`src/rtl/hte_pkg.sv`:
```
// Shared types, constants and CORDIC arithmetic for the horizon to equatorial converter.
`timescale 1ns / 1ps
package hte_pkg;

    localparam int ANGLE_BITS = 16;
    localparam int QW = 34;
    localparam int ZW = 35;
    localparam int QDEPTH = 4;
    localparam int QPTR_W = $clog2(QDEPTH);
    localparam int QCNT_W = $clog2(QDEPTH + 1);

    localparam logic signed [QW-1:0] KINV_Q30 = QW'(652032874);
    localparam logic signed [ZW-1:0] HALF_TURN = ZW'(64'sd2147483648);
    localparam logic signed [2*QW-1:0] Q30_ROUND = (2*QW)'(536870912);

    localparam logic [31:0] ATAN_TAB [32] = '{
        32'd536870912, 32'd316933405, 32'd167458907, 32'd85004756,
        32'd42667331, 32'd21354465, 32'd10679838, 32'd5340245,
        32'd2670163, 32'd1335086, 32'd667544, 32'd333772,
        32'd166886, 32'd83443, 32'd41721, 32'd20860,
        32'd10430, 32'd5215, 32'd2607, 32'd1303,
        32'd651, 32'd325, 32'd162, 32'd81,
        32'd40, 32'd20, 32'd10, 32'd5,
        32'd2, 32'd1, 32'd0, 32'd0
    };

    typedef struct packed {
        logic signed [ANGLE_BITS-1:0] azimuth;
        logic signed [ANGLE_BITS-1:0] elevation;
    } hte_in_t;

    typedef struct packed {
        logic signed [ANGLE_BITS-1:0] hour_angle;
        logic signed [ANGLE_BITS-1:0] declination;
    } hte_out_t;

    typedef struct packed {
        logic signed [QW-1:0] x;
        logic signed [QW-1:0] y;
        logic signed [ZW-1:0] z;
    } cordic_t;

    typedef struct packed {
        cordic_t c;
        logic    flip;
    } rot_lane_t;

    typedef struct packed {
        logic signed [QW-1:0] ca;
        logic signed [QW-1:0] sa;
        logic signed [QW-1:0] ce;
        logic signed [QW-1:0] se;
        logic signed [QW-1:0] cl;
        logic signed [QW-1:0] sl;
    } trig_t;

    function automatic logic signed [ZW-1:0] atan_at(input int unsigned i);
        return $signed({{(ZW-32){1'b0}}, ATAN_TAB[i[4:0]]});
    endfunction

    function automatic rot_lane_t rot_pre(input logic [ANGLE_BITS-1:0] a);
        rot_lane_t l;
        logic [31:0] p;
        p = {a, {(32-ANGLE_BITS){1'b0}}};
        l.flip = p[31] ^ p[30];
        p[31] = p[31] ^ l.flip;
        l.c.x = KINV_Q30;
        l.c.y = '0;
        l.c.z = ZW'($signed(p));
        return l;
    endfunction

    function automatic cordic_t rot_step(input cordic_t c, input int unsigned i);
        cordic_t n;
        logic signed [QW-1:0] xs;
        logic signed [QW-1:0] ys;
        xs = c.x >>> i;
        ys = c.y >>> i;
        if (!c.z[ZW-1])
        begin
            n.x = c.x - ys;
            n.y = c.y + xs;
            n.z = c.z - atan_at(i);
        end
        else
        begin
            n.x = c.x + ys;
            n.y = c.y - xs;
            n.z = c.z + atan_at(i);
        end
        return n;
    endfunction

    function automatic cordic_t vec_pre(input logic signed [QW-1:0] x,
                                        input logic signed [QW-1:0] y);
        cordic_t n;
        if (x[QW-1])
        begin
            n.x = -x;
            n.y = -y;
            n.z = HALF_TURN;
        end
        else
        begin
            n.x = x;
            n.y = y;
            n.z = '0;
        end
        return n;
    endfunction

    function automatic cordic_t vec_step(input cordic_t c, input int unsigned i);
        cordic_t n;
        logic signed [QW-1:0] xs;
        logic signed [QW-1:0] ys;
        xs = c.x >>> i;
        ys = c.y >>> i;
        if (!c.y[QW-1])
        begin
            n.x = c.x + ys;
            n.y = c.y - xs;
            n.z = c.z + atan_at(i);
        end
        else
        begin
            n.x = c.x - ys;
            n.y = c.y + xs;
            n.z = c.z - atan_at(i);
        end
        return n;
    endfunction

    function automatic logic signed [QW-1:0] mul_q30(input logic signed [QW-1:0] a,
                                                     input logic signed [QW-1:0] b);
        logic signed [2*QW-1:0] p;
        p = (2*QW)'(a) * (2*QW)'(b) + Q30_ROUND;
        return p[QW+29:30];
    endfunction

    function automatic logic [ANGLE_BITS-1:0] to_out(input logic [31:0] p);
        return p[31 -: ANGLE_BITS] + ANGLE_BITS'(p[31-ANGLE_BITS]);
    endfunction

endpackage

```
`src/rtl/hte_queue.sv`:
```
// Short queue of sine and cosine sets between the front and back ends.
`timescale 1ns / 1ps
module hte_queue (
    input  logic                 clk,
    input  logic                 rst_n,
    input  logic                 push,
    input  hte_pkg::trig_t       wr_data,
    output logic                 pop,
    output hte_pkg::trig_t       rd_data,
    output logic                 almost_full
);
    import hte_pkg::*;

    trig_t             mem_reg [QDEPTH];
    logic [QPTR_W-1:0] wr_ptr_reg;
    logic [QPTR_W-1:0] rd_ptr_reg;
    logic [QCNT_W-1:0] count_reg;
    logic [QCNT_W-1:0] count_next;
    logic              full_reg;

    assign pop = (count_reg != '0);

    always_comb
    begin
        count_next = count_reg + QCNT_W'(push) - QCNT_W'(pop);
    end

    always_ff @(posedge clk or negedge rst_n)
    begin
        if (!rst_n)
        begin
            wr_ptr_reg <= '0;
            rd_ptr_reg <= '0;
            count_reg  <= '0;
            full_reg   <= 1'b0;
        end
        else
        begin
            if (push)
            begin
                wr_ptr_reg <= wr_ptr_reg + 1'b1;
            end
            if (pop)
            begin
                rd_ptr_reg <= rd_ptr_reg + 1'b1;
            end
            count_reg <= count_next;
            full_reg  <= (count_next >= QCNT_W'(QDEPTH - 1));
        end
    end

    always_ff @(posedge clk)
    begin
        if (push)
        begin
            mem_reg[wr_ptr_reg] <= wr_data;
        end
    end

    assign rd_data     = mem_reg[rd_ptr_reg];
    assign almost_full = full_reg;

`ifndef SYNTHESIS
    a_no_overflow: assert property (@(posedge clk) disable iff (!rst_n)
        push |-> (count_reg < QCNT_W'(QDEPTH)))
        else $error("queue written while full");
    a_count_track: assert property (@(posedge clk) disable iff (!rst_n)
        1'b1 |=> (count_reg == $past(count_reg) + QCNT_W'($past(push))
                  - QCNT_W'($past(pop))))
        else $error("queue count out of step");
    a_ptr_gap: assert property (@(posedge clk) disable iff (!rst_n)
        (QPTR_W'(wr_ptr_reg - rd_ptr_reg) == QPTR_W'(count_reg)))
        else $error("queue pointers disagree with count");
`endif

endmodule

```
`config.mk`:
```
export PLATFORM = sky130hd
export DESIGN_NAME = hte_queue
export DESIGN_NICKNAME = d
export VERILOG_FILES = /design/src/rtl/hte_pkg.sv /design/src/rtl/hte_queue.sv
export SDC_FILE = /design/constraint.sdc
export NUM_CORES = 1
export LEC_CHECK = 0
export BUFFER_PORTS_ARGS = -buffer_cell sky130_fd_sc_hd__buf_2
export CAP_MARGIN = 20
export CORE_MARGIN = 1
export CORE_UTILIZATION = 60
export DETAILED_ROUTE_END_ITERATION = 16
export PLACE_DENSITY = 0.84
export SLEW_MARGIN = 20
export SYNTH_ARGS = -nofsm -noshare
export SYNTH_HDL_FRONTEND = slang
export SYNTH_SLANG_ARGS = --single-unit
```
`constraint.sdc`:
```
create_clock -name clk -period 9.33 [get_ports clk]
set_input_delay 1.3995 -clock clk [delete_from_list [all_inputs] [get_ports clk]]
set_output_delay 1.3995 -clock clk [all_outputs]
set_load 0.02 [all_outputs]
```
Word level (Yosys, flattened, before mapping)
Memory sizes are Yosys's and may differ from the RTL's.
Cells that the tools add are included.
{"block": "word_totals", "regBits": 8, "latch_bits": 0, "ram_bits": 816, "romBits": 0, "in_bits": 207, "output_inout_bits": 206, "wordCells": 13, "n_memories": 1}
{"block": "op_classes", "addsub": 4, "n_mul": 0, "n_div": 0, "magnitude_cmp": 1, "n_eq_ne": 0, "shift": 0, "n_mux": 2, "n_bitwise": 0, "reduce_logical": 1}
{"memory": "mem_reg", "depth": 4, "width": 204, "rd": 1, "rd_ports_with_merged_regs": 0, "wr": 1, "line": "hte_queue.sv:14", "rtl": "trig_t mem_reg [QDEPTH];"}
{"cell": "adder 2 x 1 -> 2 bit, second input constant", "n": 2}
{"cell": "adder 3 x 1 -> 3 bit", "n": 1}
{"cell": ">= comparator 3 x 2 -> 1 bit, second input constant", "n": 1}
{"cell": "nonzero test 3 bit", "n": 1}
{"cell": "subtractor 3 x 1 -> 3 bit", "n": 1}
{"cell": "two-way mux 1 bit", "n": 2}

Logic depth before layout (Yosys ltp)
Gate-level depths: netlist of run 1.
{"block": "depth", "depth_word": 3, "mapped_depth": 7, "ltp_nobuf": 7}

Worst setup path after synthesis of run 1
OpenSTA, ideal clock, no wires.
{"block": "synth_timing", "path_type": "input to register", "startpoint": "in push", "endpoint": "mem mem_reg[3][0] in the netlist's numbering, enable pin", "setup_ns": 0.589, "arrival_time_ns": 6.026, "slack_ns": 2.715, "stages": 1, "path_cell_list": "and2_1"}
{"block": "synth_between", "elab_chain_len": 2}
{"item": "start: declaration", "line": "hte_queue.sv:6", "rtl": "input logic push,"}
{"item": "two-way mux 1 bit", "line": "hte_queue.sv:54", "rtl": "if (push)"}
{"item": "two-way mux 1 bit (implied by the code)", "line": "hte_queue.sv:56", "rtl": "mem_reg[wr_ptr_reg] <= wr_data;"}
{"item": "end: declaration", "line": "hte_queue.sv:14"}
Every way passes these cells.

==> results of run 1 <==
layer usage:
layer  global-route usage [%]  share of wire, %
met2                     42.1                52
met4                     8.58               2.8
met5                        0              0.28
met1                     30.7                35
met3                     8.98                10
critical path, cell delays in order, from the launching register on:
cell     delay [ps]
dfrtp_4         910
buf_4           640
buf_4           730
mux4_2          470
buf_2           190
kinds of logic (layout without fill, tap and decap cells):
kind of cell	count (synthesis)	in the layout
adders and majority gates	7	7
buffers and inverters	52	570
muxes	204	204
DFF	824	824
AOI/OAI and AO/OA	3	3
and+or+nand+nor	6	6
xor gates and xnor gates	4	4
other	0	17
power by group:
group | switching, uW | internal (uW)
Sequential | 281 | 4850
Clock | 1280 | 1730
Combinational | 2210 | 1410
cell type report:
class / instances / area (um^2) / area share [%]
clock inverter: 31 / 262 / 0.746
antenna: 17 / 42.5 / 0.121
sequential: 824 / 24700 / 70.5
multi-input combinational: 224 / 4800 / 13.7
tap: 664 / 831 / 2.37
clock buffer: 105 / 2160 / 6.16
timing repair buffer: 428 / 2210 / 6.30
inverter: 6 / 22.5 / 0.0643
path summary, 6_finish.rpt:
path | depth (start not counted) | slack, ps | to
min reg2reg | 1 | 560 | wr_ptr_reg[0]
max reg2reg | 4 | 6030 | mem_reg[3][202]
min in group asynchronous | 1 | 640 | rd_ptr_reg[1]
min | 1 | 560 | wr_ptr_reg[0]
max | 4 | 4280 | rd_data[113]
max in group asynchronous | 1 | 8490 | rd_ptr_reg[0]
cell usage after synthesis (all sizes together):
cell / number / area share, %
buf: 40 / 1.0
ha: 6 / 0.25
o31ai: 1 / 0.025
dfrtp: 8 / 0.67
a21o: 1 / 0.025
inv: 6 / 0.075
and2: 4 / 0.084
xor2: 2 / 0.059
xnor2: 1 / 0.029
fa: 1 / 0.067
nand2: 1 / 0.013
xnor3: 1 / 0.075
or3: 1 / 0.021
mux4: 204 / 15
edfxtp: 816 / 82
clkbuf: 6 / 0.075
o21ai: 1 / 0.017
through the flow:
stage	total power (uW)	hold WS (ps)	worst slack, ps	area (um^2)
3_3_place_gp	8700	510	4920	32600
5_1_grt	12200	566	4200	35000
3_5_place_dp	8790	543	4950	32600
6_report	11800	560	4280	35000
4_1_cts	11900	556	4270	35000
2_1_floorplan	7760	494	2710	29800
==> results.cfg, run 1 <==
[finish]
final_common_cell = edfxtp_1
syn_to_final_growth_pct = 17.4
nets = 1776
largest_reg_flops = 816
drive_gt1_share_pct = 45.7
layout_common_cells = edfxtp_1 (816), buf_2 (412), mux4_2 (204)
postLayoutCoreUtil_pct = 71.4
final.fill_count = 2735
final_cells = 2299

[floorplan]
ioPinCount = 413
row_count = 81
die-area_um2 = 50600
initial_core_util_pct = 60.9
die_y_um = 225
die_w_um = 225
core_area_um2 = 49100

[clocking]
clkTransAtPathRegs_ps = 60
numClockSinks = 824
cts_resized = 0
clock_path_buffers = 3
cts.htree.levels = 3
cts_setup_buffers = 0
cts_root_buf = clkbuf_16
insertion_delay_ps = 610
tritoncts = built
postCtsHoldBufs = 0
numCtsBuffers = 78

[grt]
grt_pass1_wl_um = 90800
grt_pass1_vias = 14428
gr-total-overflow = 0
antenna_found_initial = 27
grt_max_degree = 114
gr-usage-all-layers_pct = 25.2

[detailed_routing]
avgViaCountPerCell = 5.95
wl_um = 63200
wl_per_cell_um = 27.5
vias = 13685
dr.pass1.iters = 4
ant_nets = 0
drt_iter0_markers = 1144
drc = 0

[critical_path]
critPathKind = flip-flop to output pin
end_kind = output pin
crit_start = rd_ptr_reg[1]
worstPathRequired_ps = 7930
crit_fanout = 56
r2r_start = wr_ptr_reg[0]
arrival_ps = 3650
worst_setup_path_start_kind = flip-flop

[min_path]
worstHoldStart = wr_ptr_reg[0]
hp-class = flip-flop to flip-flop

[sta]
rsz0062_at_grt = false
fmax_ghz = 0.198
setup-violations-final = 0
relSlewSlack_pct = 31.3
layout_min_cycle_time_ps = 5050
slew_viol_final = 0
hold_violations = 0
skew_ps = 15.2
fin_setup_tns_ps = 0
period_share_pct = 54.1
worstMarginPinSlew_ps = 1030

[pwr]
powerDensity_nw_per_um2 = 336
ir_drop_mv = 0.261
power.leakage_uw = 0.0119

[yosys]
synthAdderAreaFrac_pct = 0.319
ys_types = 18
synth_top_family_by_area = multiplexers
synthMuxAreaShare_pct = 15.4
ys_ff_latch = 824
synthXorXnorAreaFrac_pct = 0.163
avgSynthCellArea_um2 = 27.1
synth_compound_area_share_pct = 0.0671
synthSimpleGateAreaFrac_pct = 0.117
synth_nets = 1314
ys_seq_area_share_pct = 82.8
synthesis.area_um2 = 29800
syn_inst = 1100
ys.warnings.count = 0

[status]
outcome = finished, final reports clean

[placed_design]
globalplace.congestion = 0.735
post-dp-hpwl_um = 35300
dpl.cell_count = 2146
io_buffers = 412

[run]
drv_cap = 0
Note: power is estimated with default switching activity, not from simulation.
==> inputs of run 2 (changes only) <==
Settings changed: CORE_UTILIZATION 60 to 57, PLACE_DENSITY 0.84 to 0.8.
Clock period 9.33 ns to 4.95 ns, I/O delays scaled along.
==> run 2 against run 1 <==
Compared with the run above: clock skew grew 5.0 ps; routed wire length is 4.1% lower; critical path depth is 1 lower; cell count rose by 1.3%; critical endpoint is now rd_data[35]; final area up 0.53%; non-clock buffer count up 6; register-to-register slack got worse by 3500 ps; via count down 1.1%; clock power increased by 89%; global-route usage shrank 2.0 points; total power up 88%; largest cell class unchanged.
==> results.cfg, run 2 (synthesis gave the netlist of run 1 again) <==
[status]
outcome = finished, final reports clean

[sta]
worst_slack_ps = 1390
worstMarginPinSlew_ps = 1070
rsz0062_at_grt = false
setup-violations-final = 0
fin_hold_ws_ps = 347
slew_viol_final = 0
fin_setup_tns_ps = 0
period_share_pct = 71.9
skew_ps = 20.2
relSlewSlack_pct = 28.9
fmax_ghz = 0.281
hold_violations = 0
layout_min_cycle_time_ps = 3560

[placed_design]
post-dp-hpwl_um = 34500
pre_cts_ws_ps = 1910
io_buffers = 412
globalplace.congestion = 0.743

[clocking]
clkTransAtPathRegs_ps = 60
clock_path_buffers = 3
tritoncts = built
cts_resized = 0
numCtsBuffers = 80
cts_setup_buffers = 0
cts_root_buf = clkbuf_16
cts.htree.levels = 3
insertion_delay_ps = 600
numClockSinks = 824

[detailed_routing]
routed.top_layer = met5
m1WireLength_um = 23200
wl_per_cell_um = 26.0
drc = 0
vias = 13529
ant_nets = 0
dr_wl_met2_um = 30500
wl_met3_um = 5520
avgViaCountPerCell = 5.81
dr.pass1.iters = 5
drt_iter0_markers = 865
wl_um = 60600

[floorplan]
row_count = 83
initial_core_util_pct = 57.9
die-area_um2 = 53300
ioPinCount = 413
core_area_um2 = 51500
die_y_um = 231
die_w_um = 231

[finish]
drive_gt1_share_pct = 45.7
syn_to_final_growth_pct = 18.0
layout_common_cells = edfxtp_1 (816), buf_2 (412), mux4_2 (204)
final.fill_count = 3101
final_common_cell = edfxtp_1
nets = 1784
postLayoutCoreUtil_pct = 68.4
largest_reg_flops = 816

[critical_path]
crit_start = rd_ptr_reg[0]
r2r_setup_slack_ps = 2540
worstPathRequired_ps = 4210
worst_setup_path_start_kind = flip-flop
critPathKind = flip-flop to output pin
crit_fanout = 34
arrival_ps = 2820
r2r_start = wr_ptr_reg[0]
end_kind = output pin

[grt]
gr-total-overflow = 0
antenna_found_initial = 25
grt_max_degree = 150
grt_pass1_vias = 14386
grt_pass1_wl_um = 89900
gr-usage-all-layers_pct = 23.2

[pwr]
power.leakage_uw = 0.0120
finalPower_uw = 22200
powerDensity_nw_per_um2 = 630
ir_drop_mv = 0.625

[run]
drv_cap = 0

[min_path]
hp-class = primary input to flip-flop
worstHoldStart = wr_data[19]
-- run 2: changes by cell type in the layout (fill, tap and decap cells not counted) --
cell	previous run	this run
clkinv_4	0	1
clkinvlp_4	2	1
clkbuf_8	2	0
bufinv_16	4	3
diode_2	17	18
buf_4	14	12
buf_12	2	9
clkbuf_16	82	84
clkbuf_1	21	22
dlygate4sd3_1	0	1
clkinv_2	8	12
clkinv_1	14	19
inv_6	2	1
-- run 2: path summary, 6_finish.rpt --
path | end | depth (start not counted)
setup reg to reg | mem_reg[0][167] | 4
setup / recovery | rd_data[35] | 3
min in group asynchronous | rd_ptr_reg[0] | 2
max in group asynchronous | rd_ptr_reg[1] | 2
hold / removal | mem_reg[2][19] | 1
hold reg to reg | wr_ptr_reg[0] | 1
-- run 2: metal layers --
metal  up-vias  GRT usage [%]
met4        20           6.50
met2       557           37.5
li1       5755              -
met5         -              0
met3       102           7.66
met1      7095           30.5
-- run 2: report_power, final --
| group | switching, uW | internal, uW | total [uW] |
|---|---|---|---|
| Sequential | 463 | 9140 | 9600 |
| Clock | 2430 | 3260 | 5690 |
| Combinational | 4170 | 2730 | 6900 |
| Total | 7060 | 15100 | 22200 |
-- run 2: worst max-delay path, stage by stage, from the launching register on --
cell and delay [ps]:
dfrtp_4 900, buf_4 520, mux4_2 590, buf_2 180
-- run 2: cell type report --
class | count | area (um^2) | share of cell area, %
clock inverters | 38 | 263 | 0.746
inverters | 6 | 22.5 | 0.0639
flip-flops and latches | 824 | 24700 | 70.2
diodes | 18 | 45.0 | 0.128
clock buffers | 106 | 2180 | 6.20
repair buffers | 434 | 2340 | 6.65
multi-input cells | 224 | 4800 | 13.6
well taps | 680 | 851 | 2.42
-- run 2: through the flow --
step	area, um^2	cells
global placement	32700	2167
global route	35200	2320
CTS	35200	2312
finish	35200	2330
detailed placement	32700	2167
floorplan	29900	1100
-- run 2: timing repair --
item | CTS | global route
hold buffers | 1 | 0
hold endpoints to repair | 8 | 0
setup endpoints to repair | 0 | 0
==> inputs of run 3 (changes only) <==
Settings changed: CORE_UTILIZATION 57 to 51, PLACE_DENSITY 0.8 to 0.76.
Clock period 4.95 ns to 2.9 ns, I/O delays scaled along.
==> run 3 against run 2 <==
Compared with the run above: global-route usage down 1.6 points; flip-flop and latch count unchanged; utilization is 3.9 points lower; clock power rose by 76%; via count up 5.4%; sequential power grew 69%; final area grew 5.9%; critical path type unchanged; highest routed layer unchanged.
==> results.cfg, run 3 (synthesis gave the netlist of run 1 again) <==
[status]
outcome = finished, final reports clean

[detailed_routing]
avgViaCountPerCell = 5.53
ant_nets = 0
drc = 0
wl_um = 63600
wl_per_cell_um = 24.7
vias = 14264
drt_iter0_markers = 972
dr.pass1.iters = 5

[grt]
gr-total-overflow = 0
grt_max_degree = 71
gr-usage-all-layers_pct = 21.6
grt_pass1_vias = 15404
grt_pass1_wl_um = 94500
antenna_found_initial = 9

[sta]
setup-violations-final = 0
slew_viol_final = 0
fin_setup_tns_ps = 0
hold_violations = 0
skew_ps = 25.2
worstMarginPinSlew_ps = 699
fmax_ghz = 0.358
rsz0062_at_grt = false
period_share_pct = 96.4
layout_min_cycle_time_ps = 2800
relSlewSlack_pct = 53.4

[clocking]
cts_root_buf = clkbuf_16
tritoncts = built
clock_path_buffers = 3
cts_resized = 0
insertion_delay_ps = 640
cts.htree.levels = 3
numCtsBuffers = 81
clkTransAtPathRegs_ps = 60
numClockSinks = 824

[finish]
regArea_um2 = 24700
syn_to_final_growth_pct = 25.0
largest_reg_flops = 816
layout_common_cells = edfxtp_1 (816), buf_2 (412), mux4_2 (204)
multiInputGateArea_um2 = 4800
final_common_cell = edfxtp_1
final.fill_count = 3701
fin_area_um2 = 37300
drive_gt1_share_pct = 43.7
final_cells = 2578
nets = 1964

[placed_design]
dpl.cell_count = 2292
place_area_um2 = 33300
io_buffers = 412
post-dp-hpwl_um = 38200
globalplace.congestion = 0.799

[critical_path]
r2r_setup_slack_ps = 650
crit_top_cell = buf_12
crit_slowest_cell = mux4_2
end_kind = output pin
worst_setup_path_start_kind = flip-flop
critPathKind = flip-flop to output pin
cpPeakStageDelay_ps = 570
arrival_ps = 2360
critPathTopFamily = buffers and inverters
crit_fanout = 16
worstPathRequired_ps = 2470
critical_path_buf_inv_count = 3
crit_path_cell_trace = buf_12 > buf_12 > mux4_2 > buf_2

[pwr]
ir_drop_mv = 0.842
powerDensity_nw_per_um2 = 1050
p_int_uw = 26600
clockPowerShare_pct = 25.7
finalPower_uw = 39100
combPwrFrac_pct = 33.0
power.switching_uw = 12500
p_seq_share_pct = 41.4
switching_share_pct = 32.0
power.leakage_uw = 0.0129

[floorplan]
die_y_um = 244
initial_core_util_pct = 51.6
row_count = 88
die-area_um2 = 59500
ioPinCount = 413
die_w_um = 244
core_area_um2 = 57800

[run]
drv_cap = 0

[min_path]
hp-class = primary input to flip-flop
==> run 3: cell types whose count changed in the layout (fill, tap and decap cells not counted), sizes merged <==
cell and delta:
dlygate4sd3 +135, buf +43, diode -16, clkbuf -7, inv +4, bufinv +3
clkinv +1
==> run 3: what timing repair did <==
item / CTS / global route
hold buffers: 136 / 0
buffers inserted: 3 / 1
endpoints found under the hold margin: 506 / 0
gates cloned: 0 / 0
setup endpoints to repair: 22 / 5
==> run 3: path summary, 6_finish.rpt <==
| check | from | end | depth (start not counted) |
|---|---|---|---|
| max | rd_ptr_reg[0] | rd_data[52] | 4 |
| min | wr_data[118] | mem_reg[1][118] | 1 |
| max reg2reg | count_reg[1] | almost_full | 7 |
| min reg2reg | wr_ptr_reg[0] | wr_ptr_reg[0] | 1 |
| max in group asynchronous | rst_n | rd_ptr_reg[1] | 2 |
| min in group asynchronous | rst_n | wr_ptr_reg[0] | 2 |
==> run 3: stage by stage <==
step,utilization [%],worst slack [ps],hold slack [ps]
2_1_floorplan,-,409,139
6_report,64.5,103,39.7
3_3_place_gp,57.7,673,291
5_1_grt,64.5,9.22,4.56
4_1_cts,64.5,20.6,0.0169
3_5_place_dp,57.7,642,295
==> run 3: power groups by stage <==
stage | sequential (uW) | combinational (uW) | clock, uW
global placement | 16300 | 12600 | 0
global route | 16300 | 13600 | 10600
CTS | 16200 | 13000 | 10200
detailed placement | 16500 | 12600 | 0
floorplan | 16200 | 8400 | 0
finish | 16200 | 12900 | 10000
==> run 3: final cells by class <==
cell class,instances,share of cell area [%]
repair buffers,613,11.4
inverters,6,0.0604
flip-flops and latches,824,66.2
well taps,765,2.57
multi-input cells,224,12.9
diodes,2,0.0134
clock buffers,98,5.60
clock inverters,46,1.23
==> run 3: routing by layer <==
metal	vias up	track usage [%]	wire, um
met4	16	6.42	1340
li1	6101	-	-
met1	7455	26.9	23900
met3	116	6.51	5520
met5	-	0	110
met2	576	36.5	32700
